[src/rtl/sri_pkg.sv]
package sri_pkg;

	localparam int unsigned ADDR_W = 128;
	localparam int unsigned NUM_REGS = 8;
	localparam int unsigned REG_IDX_W = 3;
	localparam int unsigned CFG_DATA_W = 64;
	localparam int unsigned QUEUE_DEPTH = 2;

	localparam logic [1:0] KIND_IPV4 = 2'd0;
	localparam logic [1:0] KIND_IPV6 = 2'd1;
	localparam logic [1:0] KIND_FC = 2'd2;
	localparam logic [1:0] KIND_DYN = 2'd3;

	localparam logic [15:0] PORT_TOP = 16'hffff;
	localparam logic [7:0] NOT_SUBNET = 8'd255;
	localparam int unsigned IPV4_BYTES = 4;
	localparam int unsigned IPV6_BYTES = 16;
	localparam int unsigned FC_BYTES = 3;

	localparam logic [2:0] REG_KIND = 3'd0;
	localparam logic [2:0] REG_PROTO = 3'd1;
	localparam logic [2:0] REG_PLO = 3'd2;
	localparam logic [2:0] REG_PHI = 3'd3;
	localparam logic [2:0] REG_SU = 3'd4;
	localparam logic [2:0] REG_SL = 3'd5;
	localparam logic [2:0] REG_EU = 3'd6;
	localparam logic [2:0] REG_EL = 3'd7;

	typedef struct packed {
		logic [1:0] peer_kind;
		logic [7:0] peer_protocol;
		logic [15:0] peer_port_low;
		logic [15:0] peer_port_high;
		logic [63:0] peer_start_upper;
		logic [63:0] peer_start_lower;
		logic [63:0] peer_end_upper;
		logic [63:0] peer_end_lower;
	} peer_t;

	typedef struct packed {
		logic overlap_found;
		logic [7:0] result_protocol;
		logic [15:0] result_port_low;
		logic [15:0] result_port_high;
		logic [63:0] result_start_upper;
		logic [63:0] result_start_lower;
		logic [63:0] result_end_upper;
		logic [63:0] result_end_lower;
		logic [7:0] prefix_length;
	} result_t;

	// configured selector
	typedef struct packed {
		logic [1:0] kind;
		logic [7:0] protocol;
		logic [15:0] port_low;
		logic [15:0] port_high;
		logic [127:0] start_addr;
		logic [127:0] end_addr;
	} own_t;

	// front-end classification handed to the back end
	typedef struct packed {
		logic match;
		logic fc;
		logic [7:0] len;
		logic [7:0] protocol;
		logic [15:0] port_low;
		logic [15:0] port_high;
		logic [127:0] first_addr;
		logic [127:0] to_addr;
	} job_t;

endpackage

[src/rtl/sri_if.sv]
interface sri_peer_if import sri_pkg::*; ();
	logic valid;
	logic ready;
	peer_t data;
	modport source(output valid, output data, input ready);
	modport sink(input valid, input data, output ready);
endinterface

interface sri_result_if import sri_pkg::*; ();
	logic valid;
	logic ready;
	result_t data;
	modport source(output valid, output data, input ready);
	modport sink(input valid, input data, output ready);
endinterface

[src/rtl/sri_front.sv]
module sri_front import sri_pkg::*; #(
	parameter int unsigned ADDRESS_BITS = ADDR_W
) (
	input logic clk,
	input logic arst_n,
	input own_t own,
	input logic in_valid,
	output logic in_ready,
	input peer_t in_data,
	output logic job_valid,
	input logic job_ready,
	output job_t job
);

	logic [7:0] len;
	logic [127:0] mask, osa, oea, psa, pea, fa, ta;
	logic own_opq, peer_opq, own_any, peer_any, opaque;
	logic [15:0] plo, phi;
	logic [7:0] proto;
	logic ok;
	job_t nxt;
	logic [7:0] raw_len;

	always_comb begin
		case (own.kind)
			KIND_IPV4: raw_len = 8'(8 * IPV4_BYTES);
			KIND_FC: raw_len = 8'(8 * FC_BYTES);
			default: raw_len = 8'(8 * IPV6_BYTES);
		endcase
		len = (raw_len > 8'(ADDRESS_BITS)) ? 8'(ADDRESS_BITS) : raw_len;
		mask = ~({128{1'b1}} >> len);
		osa = own.start_addr & mask;
		oea = own.end_addr & mask;
		psa = {in_data.peer_start_upper, in_data.peer_start_lower} & mask;
		pea = {in_data.peer_end_upper, in_data.peer_end_lower} & mask;
		fa = (osa > psa) ? osa : psa;
		ta = (oea > pea) ? pea : oea;
		own_opq = own.port_low == PORT_TOP && own.port_high == 16'd0;
		peer_opq = in_data.peer_port_low == PORT_TOP && in_data.peer_port_high == 16'd0;
		own_any = own.port_low == 16'd0 && own.port_high == PORT_TOP;
		peer_any = in_data.peer_port_low == 16'd0 && in_data.peer_port_high == PORT_TOP;
		opaque = (own_opq && peer_opq) || (own_opq && peer_any) || (peer_opq && own_any);
		plo = (own.port_low > in_data.peer_port_low) ? own.port_low : in_data.peer_port_low;
		phi = (own.port_high < in_data.peer_port_high) ? own.port_high
			: in_data.peer_port_high;
		if (opaque) begin
			plo = PORT_TOP;
			phi = 16'd0;
		end
		proto = (own.protocol > in_data.peer_protocol) ? own.protocol : in_data.peer_protocol;
		// opaque ports skip the empty port-range check
		ok = own.kind != KIND_DYN && in_data.peer_kind != KIND_DYN
			&& own.kind == in_data.peer_kind
			&& !(own.protocol != in_data.peer_protocol && own.protocol != 8'd0
				&& in_data.peer_protocol != 8'd0)
			&& (opaque || !(plo > phi)) && !(fa > ta);
		nxt.match = ok;
		nxt.fc = own.kind == KIND_FC;
		nxt.len = len;
		nxt.protocol = proto;
		nxt.port_low = plo;
		nxt.port_high = phi;
		nxt.first_addr = (own.kind == KIND_FC) ? osa : fa;
		nxt.to_addr = (own.kind == KIND_FC) ? oea : ta;
	end

	// single stage register
	logic v_s1;
	assign in_ready = !v_s1 || job_ready;
	assign job_valid = v_s1;

	always_ff @(posedge clk or negedge arst_n) begin
		if (!arst_n) begin
			v_s1 <= 1'b0;
		end else if (in_ready) begin
			v_s1 <= in_valid;
		end
	end

	always_ff @(posedge clk) begin
		if (in_ready && in_valid) begin
			job <= nxt;
		end
	end

endmodule

[src/rtl/sri_queue.sv]
module sri_queue import sri_pkg::*; (
	input logic clk,
	input logic arst_n,
	input logic wr_valid,
	output logic wr_ready,
	input job_t wr_data,
	output logic rd_valid,
	input logic rd_ready,
	output job_t rd_data
);

	// two-entry queue between front and back end
	job_t mem_q [QUEUE_DEPTH];
	logic wp_q, rp_q;
	logic [1:0] cnt_q;
	logic push, pop;

	assign wr_ready = cnt_q != 2'(QUEUE_DEPTH);
	assign rd_valid = cnt_q != 2'd0;
	assign rd_data = mem_q[rp_q];
	assign push = wr_valid && wr_ready;
	assign pop = rd_valid && rd_ready;

	always_ff @(posedge clk or negedge arst_n) begin
		if (!arst_n) begin
			wp_q <= 1'b0;
			rp_q <= 1'b0;
			cnt_q <= 2'd0;
		end else begin
			if (push) wp_q <= ~wp_q;
			if (pop) rp_q <= ~rp_q;
			cnt_q <= cnt_q + 2'(push) - 2'(pop);
		end
	end

	always_ff @(posedge clk) begin
		if (push) begin
			mem_q[wp_q] <= wr_data;
		end
	end

endmodule

[src/rtl/sri_back.sv]
module sri_back import sri_pkg::*; (
	input logic clk,
	input logic arst_n,
	input logic job_valid,
	output logic job_ready,
	input job_t job,
	output logic out_valid,
	input logic out_ready,
	output result_t out_data
);

	logic [127:0] diff;
	logic [7:0] p;
	logic [127:0] tail;
	logic [7:0] pre;
	result_t nxt;

	// prefix: leading common bits, then start must be all zero and end all ones below it
	always_comb begin
		diff = job.first_addr ^ job.to_addr;
		p = 8'd128;
		for (int i = 0; i < 128; i++) begin
			if (diff[i]) p = 8'(127 - i);
		end
		tail = ({128{1'b1}} >> (p + 8'd1)) & ~({128{1'b1}} >> job.len);
		if (p >= job.len) begin
			pre = job.len;
		end else begin
			if ((job.first_addr & tail) != 128'd0 || (job.to_addr & tail) != tail) begin
				pre = NOT_SUBNET;
			end else begin
				pre = p;
			end
		end
		nxt = '0;
		if (job.match) begin
			nxt.overlap_found = 1'b1;
			nxt.result_protocol = job.protocol;
			nxt.result_port_low = job.port_low;
			nxt.result_port_high = job.port_high;
			{nxt.result_start_upper, nxt.result_start_lower} = job.first_addr;
			{nxt.result_end_upper, nxt.result_end_lower} = job.to_addr;
			nxt.prefix_length = pre;
		end
	end

	// output register
	assign job_ready = !out_valid || out_ready;

	always_ff @(posedge clk or negedge arst_n) begin
		if (!arst_n) begin
			out_valid <= 1'b0;
		end else if (job_ready) begin
			out_valid <= job_valid;
		end
	end

	always_ff @(posedge clk) begin
		if (job_ready && job_valid) begin
			out_data <= nxt;
		end
	end

endmodule

[src/rtl/selector_range_intersection.sv]
// channel  | dir | payload
// peer     | in  | peer_t: kind, protocol, port range, address range
// result   | out | result_t: overlap flag, protocol, ports, addresses, prefix
// cfg      | in  | cfg_we, cfg_index, cfg_data (write only)
// One transaction per cycle sustained while result is ready. An accepted
// transaction passes the front register, the two-entry queue and the back
// output register before it shows on result. Each stage stalls only on its
// own downstream ready. Reset clears valids and loads register defaults.
module selector_range_intersection import sri_pkg::*; #(
	parameter int unsigned ADDRESS_BITS = ADDR_W
) (
	input logic clk,
	input logic arst_n,
	sri_peer_if.sink peer,
	sri_result_if.source result,
	input logic cfg_we,
	input logic [REG_IDX_W-1:0] cfg_index,
	input logic [CFG_DATA_W-1:0] cfg_data
);

	own_t own_q;
	logic fv, fr, qv, qr;
	job_t fj, qj;

	// configuration registers
	always_ff @(posedge clk or negedge arst_n) begin
		if (!arst_n) begin
			own_q.kind <= KIND_DYN;
			own_q.protocol <= 8'd0;
			own_q.port_low <= 16'd0;
			own_q.port_high <= PORT_TOP;
			own_q.start_addr <= '0;
			own_q.end_addr <= '1;
		end else if (cfg_we) begin
			case (cfg_index)
				REG_KIND: own_q.kind <= cfg_data[1:0];
				REG_PROTO: own_q.protocol <= cfg_data[7:0];
				REG_PLO: own_q.port_low <= cfg_data[15:0];
				REG_PHI: own_q.port_high <= cfg_data[15:0];
				REG_SU: own_q.start_addr[127:64] <= cfg_data;
				REG_SL: own_q.start_addr[63:0] <= cfg_data;
				REG_EU: own_q.end_addr[127:64] <= cfg_data;
				REG_EL: own_q.end_addr[63:0] <= cfg_data;
				default: ;
			endcase
		end
	end

	sri_front #(.ADDRESS_BITS(ADDRESS_BITS)) u_front (
		.clk, .arst_n, .own(own_q),
		.in_valid(peer.valid), .in_ready(peer.ready), .in_data(peer.data),
		.job_valid(fv), .job_ready(fr), .job(fj)
	);

	sri_queue u_queue (
		.clk, .arst_n,
		.wr_valid(fv), .wr_ready(fr), .wr_data(fj),
		.rd_valid(qv), .rd_ready(qr), .rd_data(qj)
	);

	sri_back u_back (
		.clk, .arst_n,
		.job_valid(qv), .job_ready(qr), .job(qj),
		.out_valid(result.valid), .out_ready(result.ready), .out_data(result.data)
	);

	// no-match results carry zero payload; this checks the prefix length
	a_zero: assert property (@(posedge clk) disable iff (!arst_n)
		result.valid && !result.data.overlap_found |-> result.data.prefix_length == 8'd0)
		else $error("non-match with prefix");
	// dynamic own kind never yields a match from a fresh front entry
	a_dyn: assert property (@(posedge clk) disable iff (!arst_n)
		peer.valid && peer.ready && own_q.kind == KIND_DYN |=> !fj.match)
		else $error("dynamic matched");
	// prefix either a valid count or not-subnet
	a_pre: assert property (@(posedge clk) disable iff (!arst_n)
		result.valid |-> result.data.prefix_length <= 8'd128
			|| result.data.prefix_length == NOT_SUBNET)
		else $error("bad prefix");

endmodule

[src/flat_wrapper.sv]
// flat-port wrapper written by rule: the top's interface ports become plain ports
module selector_range_intersection_flat import sri_pkg::*;
#(
	parameter int unsigned ADDRESS_BITS = ADDR_W
)
  (clk, arst_n, cfg_we, cfg_index, cfg_data, peer_valid, peer_data, peer_ready, result_valid, result_data, result_ready);
  sri_peer_if peer_i ();
  sri_result_if result_i ();
  input logic clk;
  input logic arst_n;
  input logic cfg_we;
  input logic [REG_IDX_W-1:0] cfg_index;
  input logic [CFG_DATA_W-1:0] cfg_data;
  input wire logic [$bits(peer_i.valid)-1:0] peer_valid;
  input wire logic [$bits(peer_i.data)-1:0] peer_data;
  output wire logic [$bits(peer_i.ready)-1:0] peer_ready;
  output wire logic [$bits(result_i.valid)-1:0] result_valid;
  output wire logic [$bits(result_i.data)-1:0] result_data;
  input wire logic [$bits(result_i.ready)-1:0] result_ready;
  assign peer_i.valid = peer_valid;
  assign peer_i.data = peer_data;
  assign peer_ready = peer_i.ready;
  assign result_valid = result_i.valid;
  assign result_data = result_i.data;
  assign result_i.ready = result_ready;
  selector_range_intersection #(.ADDRESS_BITS(ADDRESS_BITS)) u_core (.clk(clk), .arst_n(arst_n), .peer(peer_i), .result(result_i), .cfg_we(cfg_we), .cfg_index(cfg_index), .cfg_data(cfg_data));
endmodule
[config.mk]
export PLATFORM = sky130hd
export DESIGN_NAME = selector_range_intersection_flat
export DESIGN_NICKNAME = d
export VERILOG_FILES = /design/src/rtl/sri_pkg.sv /design/src/rtl/sri_if.sv /design/src/rtl/sri_front.sv /design/src/rtl/sri_queue.sv /design/src/rtl/sri_back.sv /design/src/rtl/selector_range_intersection.sv /design/src/flat_wrapper.sv
export SDC_FILE = /design/constraint.sdc
export NUM_CORES = 2
export LEC_CHECK = 0
export ABC_AREA = 0
export BUFFER_PORTS_ARGS = -buffer_cell sky130_fd_sc_hd__buf_4
export CAP_MARGIN = 15
export CORE_MARGIN = 2
export CORE_UTILIZATION = 60
export CTS_CLUSTER_DIAMETER = 150
export DETAILED_ROUTE_END_ITERATION = 12
export PLACE_DENSITY = 0.8
export RECOVER_POWER = 25
export SYNTH_ARGS = -nofsm -noshare
export SYNTH_HDL_FRONTEND = slang
export SYNTH_SLANG_ARGS = --single-unit
[constraint.sdc]
create_clock -name clk -period 33.2 [get_ports clk]
set_input_delay 6.64 -clock clk [delete_from_list [all_inputs] [get_ports clk]]
set_output_delay 6.64 -clock clk [all_outputs]
set_load 0.005 [all_outputs]
# Word level (Yosys, flattened, before mapping)
# Memory sizes are Yosys's and may differ from the RTL's.
# Index checks and enable logic that the tools add are counted.
dict set report op_classes {
  add_sub_neg 3
  n_lt_le_gt_ge 9
  n_eq_ne 18
  shifts 3
  n_mux 144
  bitwise_logic 12
  reduce_logical 46
}
# op n
set ops {}
lappend ops {{$mux W8} 132}
lappend ops {{$and A128 B128 Y128} 7}
lappend ops {{$mux W128} 4}
lappend ops {{$gt A128 B128 Y1} 3}
lappend ops {{$shr A128 B8 Y128 const A} 3}
lappend ops {{$mux W305} 1}
lappend ops {{$not A128 Y128} 2}
lappend ops {{$ne A128 B128 Y1} 1}
lappend ops {{$reduce_bool A128 Y1} 1}
lappend ops {{$xor A128 B128 Y128} 1}
lappend ops {{$eq A16 B16 Y1 const B} 4}
lappend ops {{$logic_not A16 Y1} 4}
lappend ops {{$mux W16} 4}
lappend ops {{$gt A16 B16 Y1} 2}
lappend ops {{$logic_and A1 B1 Y1} 17}
lappend ops {{$lt A16 B16 Y1} 1}
lappend ops {{$pmux W8 S2} 1}
lappend ops {{$reduce_and A2 Y1} 8}
lappend ops {{$reduce_bool A8 Y1} 2}
lappend ops {{$eq A3 B3 Y1 const B} 4}
lappend ops {{$add A8 B1 Y8 const B} 1}
lappend ops {{$ge A8 B8 Y1} 1}
lappend ops {{$gt A8 B8 Y1} 1}
lappend ops {{$gt A8 B8 Y1 const B} 1}
lappend ops {{15 further kinds} 29}
dict set report word_totals {
  register_bits 915
  ramBits 612
  inputBits 370
  out_inout_bits 307
  word_cells 266
  memories 1
}
# name words word_bits read_ports rd_ports_with_merged_regs wr line
set memory_table {}
lappend memory_table {u_core.u_queue.mem_q 2 306 1 0 1 sri_queue.sv:13} ;# job_t mem_q [QUEUE_DEPTH];

# Longest topological paths before layout
# An unclocked memory read counts as a cell.
dict set report depth {
  depth_word 139
  mapped_depth 47
}

# Cells and area by module
# From an unflattened synthesis, not the netlist that was laid out.
dict set report hier_totals {
  hier_cells 6646
  hier_area_um2 83666.5
}
# module n_inst cells_per_inst area_per_inst_um2
set by_module_without_submodules {}
lappend by_module_without_submodules {sri_front 1 3075 29101.7}
lappend by_module_without_submodules {sri_queue 1 969 23222.3}
lappend by_module_without_submodules {sri_back 1 1964 19781.5}
lappend by_module_without_submodules {selector_range_intersection 1 638 11561.1}

# Least setup slack after synthesis
# OpenSTA, ideal clock, no wires.
dict set report synth_timing {
  kind {input to register}
  startpoint {input result_ready}
  endpoint {register u_core.u_queue.cnt_q[1]}
  t_arrival_ps 23868
  slack_ps 9209
  cell_stages 7
  path_cell_list {inv_1 -> a21oi_1 -> ha_1 -> inv_1 -> ha_1 -> xnor2_1 -> xnor2_1}
}
dict set report synth_via {
  elab_chain_cells 3
}
# item line
set synth_rtl {}
lappend synth_rtl {{start: declaration} flat_wrapper.sv:19} ;# input wire logic [$bits(result_i.ready)-1:0] result_ready;
lappend synth_rtl {{$logic_or A1 B1 Y1} sri_back.sv:48} ;# assign job_ready = !out_valid || out_ready;
lappend synth_rtl {{$logic_and A1 B1 Y1} sri_queue.sv:22} ;# assign pop = rd_valid && rd_ready;
lappend synth_rtl {{net u_core.u_queue.pop} sri_queue.sv:16} ;# logic push, pop;
lappend synth_rtl {{$sub A2 B1 Y2} sri_queue.sv:32} ;# cnt_q <= cnt_q + 2'(push) - 2'(pop);
lappend synth_rtl {{end signal: assignment} sri_queue.sv:32}
lappend synth_rtl {{end: declaration} sri_queue.sv:15} ;# logic [1:0] cnt_q;
# The timed path passes the listed nets, and every way through them passes these cells.
# A chain may end at the register's enable or synchronous reset.

==> reports/qor.txt <==
Setup-failing EPs final - 0
die area - 140000 um2
largest net degree at the start of global routing - 164
clock root buffer - clkbuf_16
RSZ-0062 raised after global routing - no
Post-layout nets - 8287
GRT Residual Overflow - 0
Iter 0 DRT Violations - 9439
Netlist Area Pre-Place - 82200 um2
setup repair bufs after CTS - 0
worst skew pair latency - 830 ps
Worst Max-Slew Pin Slew - 4230 ps
CP Data Arrival Time - 14470 ps
Fillers - 9292
fin crit share - 0.417
FFs w/ async S/R, synth - 0.201
Post-Syn Nets - 7690
clk slew on worst S/H paths - 70 ps
H-tree depth - 4
Final Non-Filler Cells - 9386
largest buffer count on any clock path - 3
routed vias/inst - 6.70
Seq cells post-synth - 1509
area delta synth->final - 14.8%
Pwr Density - 103 nW/um2
status - finished, violations left
CP Capture Type - flop
TritonCTS Buffers - 152
WL final - 311 mm
Max Cap Viol - 11
routed len/inst - 33.2 um
Yosys warnings - 0
cts hold-fix bufs - 0
CP Class - input port to flop
crit-path max FO - 58
TritonCTS clock tree - done
fraction of layout cells with a size suffix above 1 - 0.225
num ports - 677
# resized after CTS - 0
Post-synth EDFFs - 1205
# rows - 135
Fin Clk Skew - 53.7 ps
Tmin final - 13840 ps
f_max - 72.2 MHz
Cells after Synth - 6866
first-pass iteration count of the detailed router - 7
detailed placement HPWL - 239 mm
ANT nets after route - 0
Slew Limit Fails - 581
Cell variety after synth - 99
TNS Setup - 0 ps
Residual DRC - 0
top_reg_cell synth - edfxtp_1
Synth Area per Inst - 12.0 um2
failing checks - capacitance limit, slew limit
Hold Path Class - flop to flop
Startpoint Class - input port
vias in the first global route - 60000
GRT Util Overall - 0.436
CP max stage delay - 690 ps
Sink Count - 1509
RePlAce Congestion - 1.07
Crit path top cell by count - a21oi_1
Vias - 62900
Data required, critical path - 33830 ps
Final Hold Violating Endpoints - 0
port bufs - 676
CP max stage cell - buf_4
chip height - 374 um
initial antenna violation count - 40
peak supply drop - 82.2 uV
Initial Util - 0.605
worst relative slew slack - -1.82
placed insts - 9089
Die Wd - 374 um
core area - 136000 um2
global-route wire length before repair - 434 mm
sequential-to-total area share from yosys stat - 0.535
Lkg Pwr - 39.4 nW
## per-layer routing
layer	track usage	up-vias	wire length (um)
met5	0	-	221
met2	0.627	4329	131000
met3	0.132	815	41900
li1	-	26700	-
met1	0.600	31000	119000
met4	0.221	36	18700
## logic make-up (layout without fill, tap and decap cells)
| family | Yosys count | in the layout | share of synthesized area |
|---|---|---|---|
| adders and majority gates | 454 | 454 | 0.0691 |
| AOI/OAI and AO/OA | 1200 | 1200 | 0.0951 |
| other | 0 | 14 | 0 |
| and+or+nand+nor | 1792 | 1792 | 0.110 |
| DFF | 1509 | 1509 | 0.535 |
| buffers and inverters | 608 | 1333 | 0.0292 |
| xor gates and xnor gates | 264 | 264 | 0.0282 |
| muxes | 1039 | 1039 | 0.134 |
## layout make-up
| class | instances | area (um2) | share of cell area |
|---|---|---|---|
| Inverter | 276 | 1040 | 0.0111 |
| Sequential cell | 1509 | 44000 | 0.466 |
| Antenna cell | 14 | 35.0 | 0.000371 |
| Clock buffer | 196 | 4130 | 0.0437 |
| Clock inverter | 86 | 1180 | 0.0125 |
| Tap cell | 1781 | 2230 | 0.0236 |
| Multi-Input combinational cell | 4749 | 36000 | 0.381 |
| Timing Repair Buffer | 775 | 5840 | 0.0619 |
## state kept, by name, indices dropped and copies added (netlist names)
name	flops
u_core.u_queue.mem_q	600
u_core.u_front.job_valid	1
u_core.u_queue.wp_q	1
u_core.u_queue.cnt_q	2
u_core.u_front.job	300
u_core.u_queue.rp_q	1
u_core.u_back.out_valid	1
u_core.own_q	298
u_core.u_back.out_data	305
## metrics by stage
step	power, mW	utilization	cell area (um2)	setup slack (ps)	hold slack, ps
floorplan	5.98	-	82200	9210	421
global placement	7.52	0.656	89100	18830	422
detailed placement	7.66	0.656	89100	18820	429
CTS	9.50	0.695	94400	19570	432
global route	10.0	0.695	94400	19060	439
finish	9.70	0.695	94400	19360	426
## worst max-delay path: cells and delay by family
family,cells,cell delay [ps]
mux,1,320
fa+ha+maj,2,710
compound gates,20,3870
buf+inv,3,1460
simple gates,10,1340
## cell usage after synthesis (35+ instances only)
| cell | number | area share |
|---|---|---|
| edfxtp_1 | 1205 | 0.44 |
| mux2i_1 | 567 | 0.069 |
| nor2_1 | 564 | 0.026 |
| mux2_2 | 467 | 0.064 |
| ha_1 | 454 | 0.069 |
| nand2_1 | 378 | 0.017 |
| a21oi_1 | 304 | 0.019 |
| o21ai_0 | 279 | 0.017 |
| clkbuf_1 | 277 | 0.013 |
| inv_1 | 272 | 0.012 |
| xnor2_1 | 162 | 0.017 |
| dfrtp_1 | 158 | 0.048 |
| dfstp_2 | 146 | 0.047 |
| nand4_1 | 145 | 0.011 |
| nand2b_1 | 135 | 0.010 |
| a21o_1 | 130 | 0.012 |
| nor2b_1 | 121 | 0.0092 |
| xor2_1 | 101 | 0.011 |
| o31a_1 | 99 | 0.011 |
| and2_1 | 95 | 0.0072 |
| a31oi_1 | 65 | 0.0049 |
| nor3_1 | 58 | 0.0035 |
| nor4_1 | 49 | 0.0037 |
| nand3_1 | 44 | 0.0027 |
| and3_1 | 35 | 0.0027 |
| or2_2 | 35 | 0.0027 |
## final timing paths
| path | startpoint | endpoint | slack (ps) | cells past startpoint |
|---|---|---|---|---|
| max | peer_data[129] | u_core.u_front.job[305] | 19360 | 36 |
| min | u_core.u_front.job[271] | u_core.u_queue.mem_q[0][271] | 430 | 0 |
| max reg2reg | u_core.own_q[296] | u_core.u_front.job[305] | 19750 | 37 |
| min reg2reg | u_core.u_front.job[271] | u_core.u_queue.mem_q[0][271] | 430 | 0 |
| max in group asynchronous | arst_n | u_core.own_q[239] | 24890 | 3 |
| min in group asynchronous | arst_n | u_core.u_queue.cnt_q[0] | 5940 | 1 |
## layout by cell type, fill, tap and decap left out, drive strengths merged, types with 21 or more instances in the layout
master,n
edfxtp,1205
buf,768
mux2i,570
nor2,565
mux2,469
ha,454
nand2,378
a21oi,308
o21ai,289
inv,284
clkbuf,203
xnor2,163
dfrtp,158
dfstp,146
nand4,146
nand2b,137
a21o,130
nor2b,121
xor2,101
o31a,99
and2,95
a31oi,65
nor3,63
clkinv,53
nor4,52
nand3,45
or2,38
and3,35
a21boi,33
o211ai,33
nor3b,32
o21a,31
a211o,24
a211oi,23
o31ai,21
## where the power goes
group,total (mW),switching (mW),internal [mW]
Clock,1.82,0.789,1.03
Combinational,4.37,2.83,1.54
Sequential,3.51,0.482,3.03
(Power assumes the default switching activity.)
